## src/rtl/core/tod_pkg.sv

```systemverilog
`default_nettype none

package tod_pkg;

    localparam int unsigned AXIS_W    = 16;
    localparam int unsigned THRESH_W  = 15;
    localparam int unsigned COUNT_W   = 4;
    localparam int unsigned CFG_IDX_W = 2;
    localparam int unsigned CFG_DATA_W = THRESH_W;

    // Reset values of the configuration registers
    localparam logic [THRESH_W-1:0] TILT_THRESH_RST   = 15'd11500;
    localparam logic [THRESH_W-1:0] UPSIDE_THRESH_RST = 15'd8000;
    localparam logic [COUNT_W-1:0]  CONFIRM_CNT_RST   = 4'd4;

    // Filter sum 7*old + 3*sample is at most 10 * 2^15 in magnitude
    localparam int unsigned SUM_W = AXIS_W + 4;
    localparam int unsigned MAG_W = SUM_W - 1;

    // Divide by ten: q = (m * ceil(2^22 / 10)) >> 22, exact for m < 2^19
    localparam int unsigned DIV10_SHIFT = 22;
    localparam logic [MAG_W-1:0] DIV10_MULT = 19'd419431;
    localparam int unsigned PROD_W = 2 * MAG_W;

    typedef enum logic [1:0] {
        ORIENT_LANDSCAPE = 2'd0,
        ORIENT_POS_SIDE  = 2'd1,
        ORIENT_NEG_SIDE  = 2'd2,
        ORIENT_UPSIDE    = 2'd3
    } t_orient;

    typedef enum logic [CFG_IDX_W-1:0] {
        CFG_TILT_THRESH   = 2'd0,
        CFG_UPSIDE_THRESH = 2'd1,
        CFG_CONFIRM_CNT   = 2'd2
    } t_cfg_idx;

endpackage

`default_nettype wire

```

## src/rtl/core/tod_sample_if.sv

```systemverilog
`default_nettype none

interface tod_sample_if;
    logic                                valid;
    logic                                ready;
    logic signed [tod_pkg::AXIS_W-1:0]   accel_x;
    logic signed [tod_pkg::AXIS_W-1:0]   accel_y;
    logic signed [tod_pkg::AXIS_W-1:0]   accel_z;

    modport source (output valid, output accel_x, output accel_y, output accel_z,
                    input ready);
    modport sink   (input valid, input accel_x, input accel_y, input accel_z,
                    output ready);
endinterface

`default_nettype wire

```

## src/rtl/core/tod_result_if.sv

```systemverilog
`default_nettype none

interface tod_result_if;
    logic                                valid;
    logic                                ready;
    logic signed [tod_pkg::AXIS_W-1:0]   smooth_x;
    logic signed [tod_pkg::AXIS_W-1:0]   smooth_y;
    logic signed [tod_pkg::AXIS_W-1:0]   smooth_z;
    logic [1:0]                          candidate;
    logic                                commit;

    modport source (output valid, output smooth_x, output smooth_y, output smooth_z,
                    output candidate, output commit, input ready);
    modport sink   (input valid, input smooth_x, input smooth_y, input smooth_z,
                    input candidate, input commit, output ready);
endinterface

`default_nettype wire

```

## src/rtl/core/tod_axis_filter.sv

```systemverilog
`default_nettype none

// One low-pass step: (old*7 + sample*3) / 10, truncated toward zero.
module tod_axis_filter (
    input  wire logic signed [tod_pkg::AXIS_W-1:0] i_old,
    input  wire logic signed [tod_pkg::AXIS_W-1:0] i_sample,
    output logic signed [tod_pkg::AXIS_W-1:0]      o_new
);
    logic signed [tod_pkg::SUM_W-1:0]  w_old_ext;
    logic signed [tod_pkg::SUM_W-1:0]  w_smp_ext;
    logic signed [tod_pkg::SUM_W-1:0]  w_sum;
    logic signed [tod_pkg::SUM_W-1:0]  w_sum_neg;
    logic        [tod_pkg::MAG_W-1:0]  w_mag;
    logic        [tod_pkg::PROD_W-1:0] w_prod;
    logic        [tod_pkg::AXIS_W-1:0] w_quot;

    assign w_old_ext = tod_pkg::SUM_W'(i_old);
    assign w_smp_ext = tod_pkg::SUM_W'(i_sample);

    // 7*old = 8*old - old, 3*sample = 2*sample + sample
    assign w_sum = (w_old_ext <<< 3) - w_old_ext + (w_smp_ext <<< 1) + w_smp_ext;
    assign w_sum_neg = -w_sum;
    assign w_mag = w_sum[tod_pkg::SUM_W-1] ? w_sum_neg[tod_pkg::MAG_W-1:0]
                                           : w_sum[tod_pkg::MAG_W-1:0];

    assign w_prod = tod_pkg::PROD_W'(w_mag) * tod_pkg::PROD_W'(tod_pkg::DIV10_MULT);
    assign w_quot = w_prod[tod_pkg::DIV10_SHIFT +: tod_pkg::AXIS_W];

    // Restore the sign after dividing the magnitude
    assign o_new = w_sum[tod_pkg::SUM_W-1] ? -$signed(w_quot) : $signed(w_quot);
endmodule

`default_nettype wire

```

## src/rtl/core/tilt_orientation_detector_core.sv

```systemverilog
// The edge that accepts a sample request loads the input register; then the filter
// state and result registers follow in that order.
// Throughput: one sample per cycle; a stalled result backs up the pipe.
// Reset (synchronous, active low): clear filter and debounce state,
// empty the pipe, load the configuration registers with their defaults.
`default_nettype none

module tilt_orientation_detector_core (
    input  wire logic                               i_clk,
    input  wire logic                               i_rst_n,
    input  wire logic                               i_cfg_we,
    input  wire logic [tod_pkg::CFG_IDX_W-1:0]      i_cfg_idx,
    input  wire logic [tod_pkg::CFG_DATA_W-1:0]     i_cfg_wdata,
    tod_sample_if.sink                              i_sample,
    tod_result_if.source                            o_result
);
    // Configuration registers
    logic [tod_pkg::THRESH_W-1:0] r_tilt_thresh;
    logic [tod_pkg::THRESH_W-1:0] r_upside_thresh;
    logic [tod_pkg::COUNT_W-1:0]  r_confirm_cnt;

    // Stage 1: raw sample register
    logic                               r_s1_valid;
    logic signed [tod_pkg::AXIS_W-1:0]  r_s1_x, r_s1_y, r_s1_z;

    // Stage 2: filter state; while r_s2_valid it is also the stage payload
    logic                               r_s2_valid;
    logic signed [tod_pkg::AXIS_W-1:0]  r_filt_x, r_filt_y, r_filt_z;
    logic signed [tod_pkg::AXIS_W-1:0]  n_filt_x, n_filt_y, n_filt_z;

    // Debounce state
    tod_pkg::t_orient                   r_pending;
    tod_pkg::t_orient                   n_pending;
    logic [tod_pkg::COUNT_W-1:0]        r_agree_cnt;
    logic [tod_pkg::COUNT_W-1:0]        n_agree_cnt;

    // Result register
    logic                               r_out_valid;
    logic signed [tod_pkg::AXIS_W-1:0]  r_out_x, r_out_y, r_out_z;
    tod_pkg::t_orient                   r_out_cand;
    logic                               r_out_commit;

    tod_pkg::t_orient                   w_cand;
    logic                               n_commit;
    logic signed [tod_pkg::AXIS_W:0]    w_x_ext;
    logic signed [tod_pkg::AXIS_W:0]    w_y_ext;
    logic signed [tod_pkg::AXIS_W:0]    w_tilt_pos;
    logic signed [tod_pkg::AXIS_W:0]    w_tilt_neg;
    logic signed [tod_pkg::AXIS_W:0]    w_upside_pos;

    // Pipe control: each stage moves when the stage after it has room
    logic w_out_free, w_s2_adv, w_s2_free, w_s1_adv, w_s1_free, w_in_take;

    assign w_out_free = !r_out_valid || o_result.ready;
    assign w_s2_adv   = r_s2_valid && w_out_free;
    assign w_s2_free  = !r_s2_valid || w_out_free;
    assign w_s1_adv   = r_s1_valid && w_s2_free;
    assign w_s1_free  = !r_s1_valid || w_s2_free;
    assign w_in_take  = i_sample.valid && w_s1_free;

    assign i_sample.ready = w_s1_free;

    // Configuration writes; an index beyond the register list is dropped
    always_ff @(posedge i_clk) begin
        if (!i_rst_n) begin
            r_tilt_thresh   <= tod_pkg::TILT_THRESH_RST;
            r_upside_thresh <= tod_pkg::UPSIDE_THRESH_RST;
            r_confirm_cnt   <= tod_pkg::CONFIRM_CNT_RST;
        end else if (i_cfg_we) begin
            case (i_cfg_idx)
                tod_pkg::CFG_TILT_THRESH: begin
                    r_tilt_thresh <= i_cfg_wdata;
                end
                tod_pkg::CFG_UPSIDE_THRESH: begin
                    r_upside_thresh <= i_cfg_wdata;
                end
                tod_pkg::CFG_CONFIRM_CNT: begin
                    r_confirm_cnt <= i_cfg_wdata[tod_pkg::COUNT_W-1:0];
                end
                default: begin
                end
            endcase
        end
    end

    // Stage 1: capture the sample request
    always_ff @(posedge i_clk) begin
        if (!i_rst_n) begin
            r_s1_valid <= 1'b0;
        end else if (w_s1_free) begin
            r_s1_valid <= i_sample.valid;
        end
    end

    always_ff @(posedge i_clk) begin
        if (w_in_take) begin
            r_s1_x <= i_sample.accel_x;
            r_s1_y <= i_sample.accel_y;
            r_s1_z <= i_sample.accel_z;
        end
    end

    // Stage 2: one low-pass step per axis against the running state
    tod_axis_filter u_filt_x (.i_old(r_filt_x), .i_sample(r_s1_x), .o_new(n_filt_x));
    tod_axis_filter u_filt_y (.i_old(r_filt_y), .i_sample(r_s1_y), .o_new(n_filt_y));
    tod_axis_filter u_filt_z (.i_old(r_filt_z), .i_sample(r_s1_z), .o_new(n_filt_z));

    always_ff @(posedge i_clk) begin
        if (!i_rst_n) begin
            r_s2_valid <= 1'b0;
            r_filt_x   <= '0;
            r_filt_y   <= '0;
            r_filt_z   <= '0;
        end else begin
            if (w_s2_free) begin
                r_s2_valid <= r_s1_valid;
            end
            // Advance the filter state only when a sample moves into stage 2
            if (w_s1_adv) begin
                r_filt_x <= n_filt_x;
                r_filt_y <= n_filt_y;
                r_filt_z <= n_filt_z;
            end
        end
    end

    // Classify the filtered X and Y against the thresholds
    assign w_x_ext      = (tod_pkg::AXIS_W + 1)'(r_filt_x);
    assign w_y_ext      = (tod_pkg::AXIS_W + 1)'(r_filt_y);
    assign w_tilt_pos   = $signed({2'b00, r_tilt_thresh});
    assign w_tilt_neg   = -w_tilt_pos;
    assign w_upside_pos = $signed({2'b00, r_upside_thresh});

    always_comb begin
        if (w_x_ext > w_tilt_pos) begin
            w_cand = tod_pkg::ORIENT_POS_SIDE;
        end else if (w_x_ext < w_tilt_neg) begin
            w_cand = tod_pkg::ORIENT_NEG_SIDE;
        end else if (w_y_ext > w_upside_pos) begin
            w_cand = tod_pkg::ORIENT_UPSIDE;
        end else begin
            w_cand = tod_pkg::ORIENT_LANDSCAPE;
        end
    end

    // Debounce: count agreeing samples, pulse commit once the count is reached,
    // then hold the counter saturated until the candidate changes
    always_comb begin
        n_pending   = r_pending;
        n_agree_cnt = r_agree_cnt;
        n_commit    = 1'b0;
        if (w_cand == r_pending) begin
            if (r_agree_cnt < r_confirm_cnt) begin
                n_agree_cnt = r_agree_cnt + 1'b1;
                n_commit    = (n_agree_cnt == r_confirm_cnt);
            end
        end else begin
            n_pending   = w_cand;
            n_agree_cnt = '0;
        end
    end

    always_ff @(posedge i_clk) begin
        if (!i_rst_n) begin
            r_pending   <= tod_pkg::ORIENT_LANDSCAPE;
            r_agree_cnt <= '0;
            r_out_valid <= 1'b0;
        end else begin
            if (w_out_free) begin
                r_out_valid <= r_s2_valid;
            end
            if (w_s2_adv) begin
                r_pending   <= n_pending;
                r_agree_cnt <= n_agree_cnt;
            end
        end
    end

    // Result register: hold while the result request is stalled
    always_ff @(posedge i_clk) begin
        if (w_s2_adv) begin
            r_out_x      <= r_filt_x;
            r_out_y      <= r_filt_y;
            r_out_z      <= r_filt_z;
            r_out_cand   <= w_cand;
            r_out_commit <= n_commit;
        end
    end

    assign o_result.valid     = r_out_valid;
    assign o_result.smooth_x  = r_out_x;
    assign o_result.smooth_y  = r_out_y;
    assign o_result.smooth_z  = r_out_z;
    assign o_result.candidate = r_out_cand;
    assign o_result.commit    = r_out_commit;

endmodule

`default_nettype wire

```

## src/flat_wrapper.sv

```systemverilog
// flat-port wrapper written by rule: the top's interface ports become plain ports
module tilt_orientation_detector_core_flat 
  (i_clk, i_rst_n, i_cfg_we, i_cfg_idx, i_cfg_wdata, i_sample_valid, i_sample_accel_x, i_sample_accel_y, i_sample_accel_z, i_sample_ready, o_result_valid, o_result_smooth_x, o_result_smooth_y, o_result_smooth_z, o_result_candidate, o_result_commit, o_result_ready);
  tod_sample_if i_sample_i ();
  tod_result_if o_result_i ();
  input  wire logic i_clk;
  input  wire logic i_rst_n;
  input  wire logic i_cfg_we;
  input  wire logic [tod_pkg::CFG_IDX_W-1:0] i_cfg_idx;
  input  wire logic [tod_pkg::CFG_DATA_W-1:0] i_cfg_wdata;
  input wire logic [$bits(i_sample_i.valid)-1:0] i_sample_valid;
  input wire logic [$bits(i_sample_i.accel_x)-1:0] i_sample_accel_x;
  input wire logic [$bits(i_sample_i.accel_y)-1:0] i_sample_accel_y;
  input wire logic [$bits(i_sample_i.accel_z)-1:0] i_sample_accel_z;
  output wire logic [$bits(i_sample_i.ready)-1:0] i_sample_ready;
  output wire logic [$bits(o_result_i.valid)-1:0] o_result_valid;
  output wire logic [$bits(o_result_i.smooth_x)-1:0] o_result_smooth_x;
  output wire logic [$bits(o_result_i.smooth_y)-1:0] o_result_smooth_y;
  output wire logic [$bits(o_result_i.smooth_z)-1:0] o_result_smooth_z;
  output wire logic [$bits(o_result_i.candidate)-1:0] o_result_candidate;
  output wire logic [$bits(o_result_i.commit)-1:0] o_result_commit;
  input wire logic [$bits(o_result_i.ready)-1:0] o_result_ready;
  assign i_sample_i.valid = i_sample_valid;
  assign i_sample_i.accel_x = i_sample_accel_x;
  assign i_sample_i.accel_y = i_sample_accel_y;
  assign i_sample_i.accel_z = i_sample_accel_z;
  assign i_sample_ready = i_sample_i.ready;
  assign o_result_valid = o_result_i.valid;
  assign o_result_smooth_x = o_result_i.smooth_x;
  assign o_result_smooth_y = o_result_i.smooth_y;
  assign o_result_smooth_z = o_result_i.smooth_z;
  assign o_result_candidate = o_result_i.candidate;
  assign o_result_commit = o_result_i.commit;
  assign o_result_i.ready = o_result_ready;
  tilt_orientation_detector_core u_core (.i_clk(i_clk), .i_rst_n(i_rst_n), .i_cfg_we(i_cfg_we), .i_cfg_idx(i_cfg_idx), .i_cfg_wdata(i_cfg_wdata), .i_sample(i_sample_i), .o_result(o_result_i));
endmodule
```

## config.mk

```make
export PLATFORM = sky130hd
export DESIGN_NAME = tilt_orientation_detector_core_flat
export DESIGN_NICKNAME = d
export VERILOG_FILES = /design/src/rtl/core/tod_pkg.sv /design/src/rtl/core/tod_sample_if.sv /design/src/rtl/core/tod_result_if.sv /design/src/rtl/core/tod_axis_filter.sv /design/src/rtl/core/tilt_orientation_detector_core.sv /design/src/flat_wrapper.sv
export SDC_FILE = /design/constraint.sdc
export NUM_CORES = 2
export LEC_CHECK = 0
export ABC_AREA = 0
export BUFFER_PORTS_ARGS = -buffer_cell sky130_fd_sc_hd__buf_2
export CORE_ASPECT_RATIO = 0.6
export CORE_MARGIN = 1.5
export CORE_UTILIZATION = 44
export CTS_CLUSTER_SIZE = 20
export DETAILED_ROUTE_END_ITERATION = 8
export PLACE_DENSITY = 0.7
export SYNTH_ARGS = -nofsm -noshare
export SYNTH_HDL_FRONTEND = slang
export SYNTH_SLANG_ARGS = --single-unit
```

## constraint.sdc

```tcl
create_clock -name i_clk -period 13.9 [get_ports i_clk]
set_input_delay 1.39 -clock i_clk [delete_from_list [all_inputs] [get_ports i_clk]]
set_output_delay 1.39 -clock i_clk [all_outputs]
set_load 0.02 [all_outputs]
```

==> summary.md <==
| Metric | Value |
|---|---|
| Clock Pin Slew Worst Setup and Hold Paths | about 90 ps |
| Crit share post-route | 0.911 |
| Vias in the first global route | ~28000 |
| R2r worst-path depth | 39 |
| Hold Path Stages | 2 |
| CORE AREA | 81900 um2 |
| Seq/Total Area, Yosys | 0.131 |
| Distinct cells, synth | 94 |
| H-tree depth | 4 |
| TritonCTS Sinks | 190 |
| Yosys reg bits | between 150 and 200 |
| Ratio of cells with drive above 1 in the final layout | 0.0561 |
| IO Port Bufs | roughly 120 |
| Setup slack after placement | roughly 1500 ps |
| CTS Hold Bufs | 0 |
| Worst Max-Slew Pin Slew | 1430 ps |
| Max Cap Viol | 0 |
| First-pass GRT wire length | between 150000 and 200000 um |
| Die Ht | between 200 and 250 um |
| DR WL/cell | between 20 and 25 um |
| Crit path capture type | register |
| Setup ws final | between 1000 and 1500 ps |
| Max Fclk | 78.9 MHz |
| Slew Limit Fails | 0 |
| Via/cell ratio | 5.59 |
| Later-pin clock latency in the skew report | just over 500 ps |
| ANT nets after route | 0 |
| Drt total wl | around 110000 um |
| Slew margin rel. | 0.0389 |
| Arrival @ worst endpoint | about 13000 ps |
| Worst R2R Setup Slack | ~1200 ps |
| CP startpoint kind | register |
| Max stage delay on crit path | 840 ps |
| Setup Fix Bufs, Post-CTS | 0 |
| Final Hold Vio Count | 0 |
| Synthesized cell area | roughly 37000 um2 |
| RSZ-0062 raised after global routing | no |
| Post-DP Area | around 39000 um2 |
| RD Place Congestion | 1.01 |
| CTS Buffer Depth | 2 |
| P&R area growth vs syn | 7.02% |
| Crit-path most repeated cell | fa_1 |
| Worst Skew | 20.2 ps |
| Finish-stage setup viols | 0 |
| CTS tree | done |
| Design Area, Final | slightly below 40000 um2 |
| Slowest CP cell | xor2_1 |
| Via count | around 29000 |
| Synthesized Nets | 5163 |
| Post-Synthesis Cells | 4006 |
| Hold Path Class | register to register |
| Drt drc | 0 |
| Number of flops mapped to enable cells by yosys | 99 |
| DR pass1 iterations | 5 |
| Tmin final | 12670 ps |
| Status | finished clean |
| Die area | around 85000 um2 |
| DR iter-0 viols | 3418 |
| Most frequently used flop master after synthesis | edfxtp_1 |
| Post-CTS sizing | 0 |
| Antenna fix cells | 0 |
| Initial antenna violation count | 0 |
| Cell Rows | 81 |
| YS warnings | 0 |
| # IOs | 123 |
| GRT Overall Usage | 0.261 |
| Critical path type | register to register |
| CTS buffer count | 17 |
| Data required, critical path | 14250 ps |
| Detail Placement HPWL | ~94000 um |
| CP Max Fanout | 6 |
| Root Driver | clkbuf_16 |
| Grt total ovfl | 0 |
| Syn avg cell area | 9.14 um2 |
| Chip Width | 375 um |
| Setup TNS Final | 0 ps |
| Net count of the finished layout | between 5000 and 6000 |
| Starting Density | 0.447 |
| Largest net degree at the start of global routing | slightly below 80 |
| Async S/R FF share, synth | 0 |
[cell type report]
| cell class | count | area [um2] |
|---|---|---|
| Fill cell | 7821 | 42700 |
| Multi-Input combinational cell | 2766 | 27900 |
| Sequential cell | 190 | 4790 |
| Inverter | 987 | 3700 |
| Tap cell | 1079 | 1350 |
| Timing Repair Buffer | 145 | 783 |
| Clock buffer | 17 | 425 |
| Clock inverter | 15 | 218 |
[worst max-delay path: cells and delay by family, from the launching register on]
family          cells  cell delay (ps)
flops               1              490
xor+xnor            4             1370
buf+inv             4              390
simple gates       11             3420
fa+ha+maj          10             4540
compound gates     10             2320
[cell usage in the layout (no fill, tap or decap), drive strengths merged, types with 61 or more instances in the layout]
master    n
fa      492
edfxtp   99
xor2     61
dfxtp    91
a21o     80
o21ai   119
xnor2   140
inv     994
ha      595
nor2    144
a21oi   190
buf     145
nand2   219
[synth_stat cells, drive strengths merged, types with 10 or more instances]
master    n  area [um2]
and3     33         206
edfxtp   99        2970
mux2i    13         130
and4     18         158
and2     30         188
o31ai    21         176
o21ai   119         599
a21o     80         601
nand3    53         265
o41ai    10        87.6
nor2    144         541
nor2b    35         219
inv     987        3700
xor2     61         534
o21a     31         240
or3      27         169
or2      13        81.3
a311oi   13         114
xnor2   140        1230
nand3b   11        82.6
nor3     58         295
nand2b   20         125
nand2   219         822
a211oi   45         348
dfxtp    91        1820
clkbuf   60         225
or4      16         124
nand4    41         257
a21oi   190         951
o21bai   24         184
ha      595        7440
o211ai   35         263
a221o    10         100
a31oi    27         169
fa      492        9850
nor4     22         171
[per-layer routing]
metal  vias up  track usage  wire length [um]
met1     14100        0.413             53900
met4         0       0.0349              1110
met3        68        0.122             16500
met2      1468        0.313             37800
li1      13400            -                 -
met5         -            0                 0
[final timing paths]
kind	start	to
max	u_core.r_filt_x[3]	u_core.r_filt_x[9]
min	u_core.r_upside_thresh[13]	u_core.r_upside_thresh[13]
max reg2reg	u_core.r_filt_x[3]	u_core.r_filt_x[9]
min reg2reg	u_core.r_upside_thresh[13]	u_core.r_upside_thresh[13]
[cells by family after synthesis]
group	count (synthesis)	synth area share
adders and majority gates	1087	0.473
buffers and inverters	1050	0.108
and+or+nand+nor	770	0.109
AOI/OAI and AO/OA	692	0.127
xor gates and xnor gates	203	0.0493
DFF	190	0.131
muxes	14	0.00386
[flip-flops by register name, indices dropped and copies added (netlist names)]
name and flops:
u_core.r_pending 2, u_core.r_filt_x 16, u_core.o_result.commit 1, u_core.o_result.smooth_x 16
u_core.o_result.candidate 2, u_core.r_s1_valid 1, u_core.r_filt_y 16, u_core.r_confirm_cnt 4
u_core.r_s1_x 16, u_core.r_s1_y 16, u_core.r_agree_cnt 4, u_core.r_tilt_thresh 15
u_core.r_s1_z 16, u_core.r_s2_valid 1, u_core.o_result.smooth_z 16, u_core.r_filt_z 16
u_core.r_upside_thresh 15, u_core.o_result.valid 1, u_core.o_result.smooth_y 16
[through the flow]
stage / util / std cells / hold slack (ps)
5_1_grt: 0.478 / 5199 / 487
3_3_place_gp: 0.470 / 5167 / 443
2_1_floorplan: - / 4006 / 425
3_5_place_dp: 0.470 / 5167 / 456
4_1_cts: 0.478 / 5199 / 469
6_report: 0.478 / 5199 / 465
Power is not shown: default switching activity piles up to over one toggle a cycle in this logic, so the estimate is an artifact.
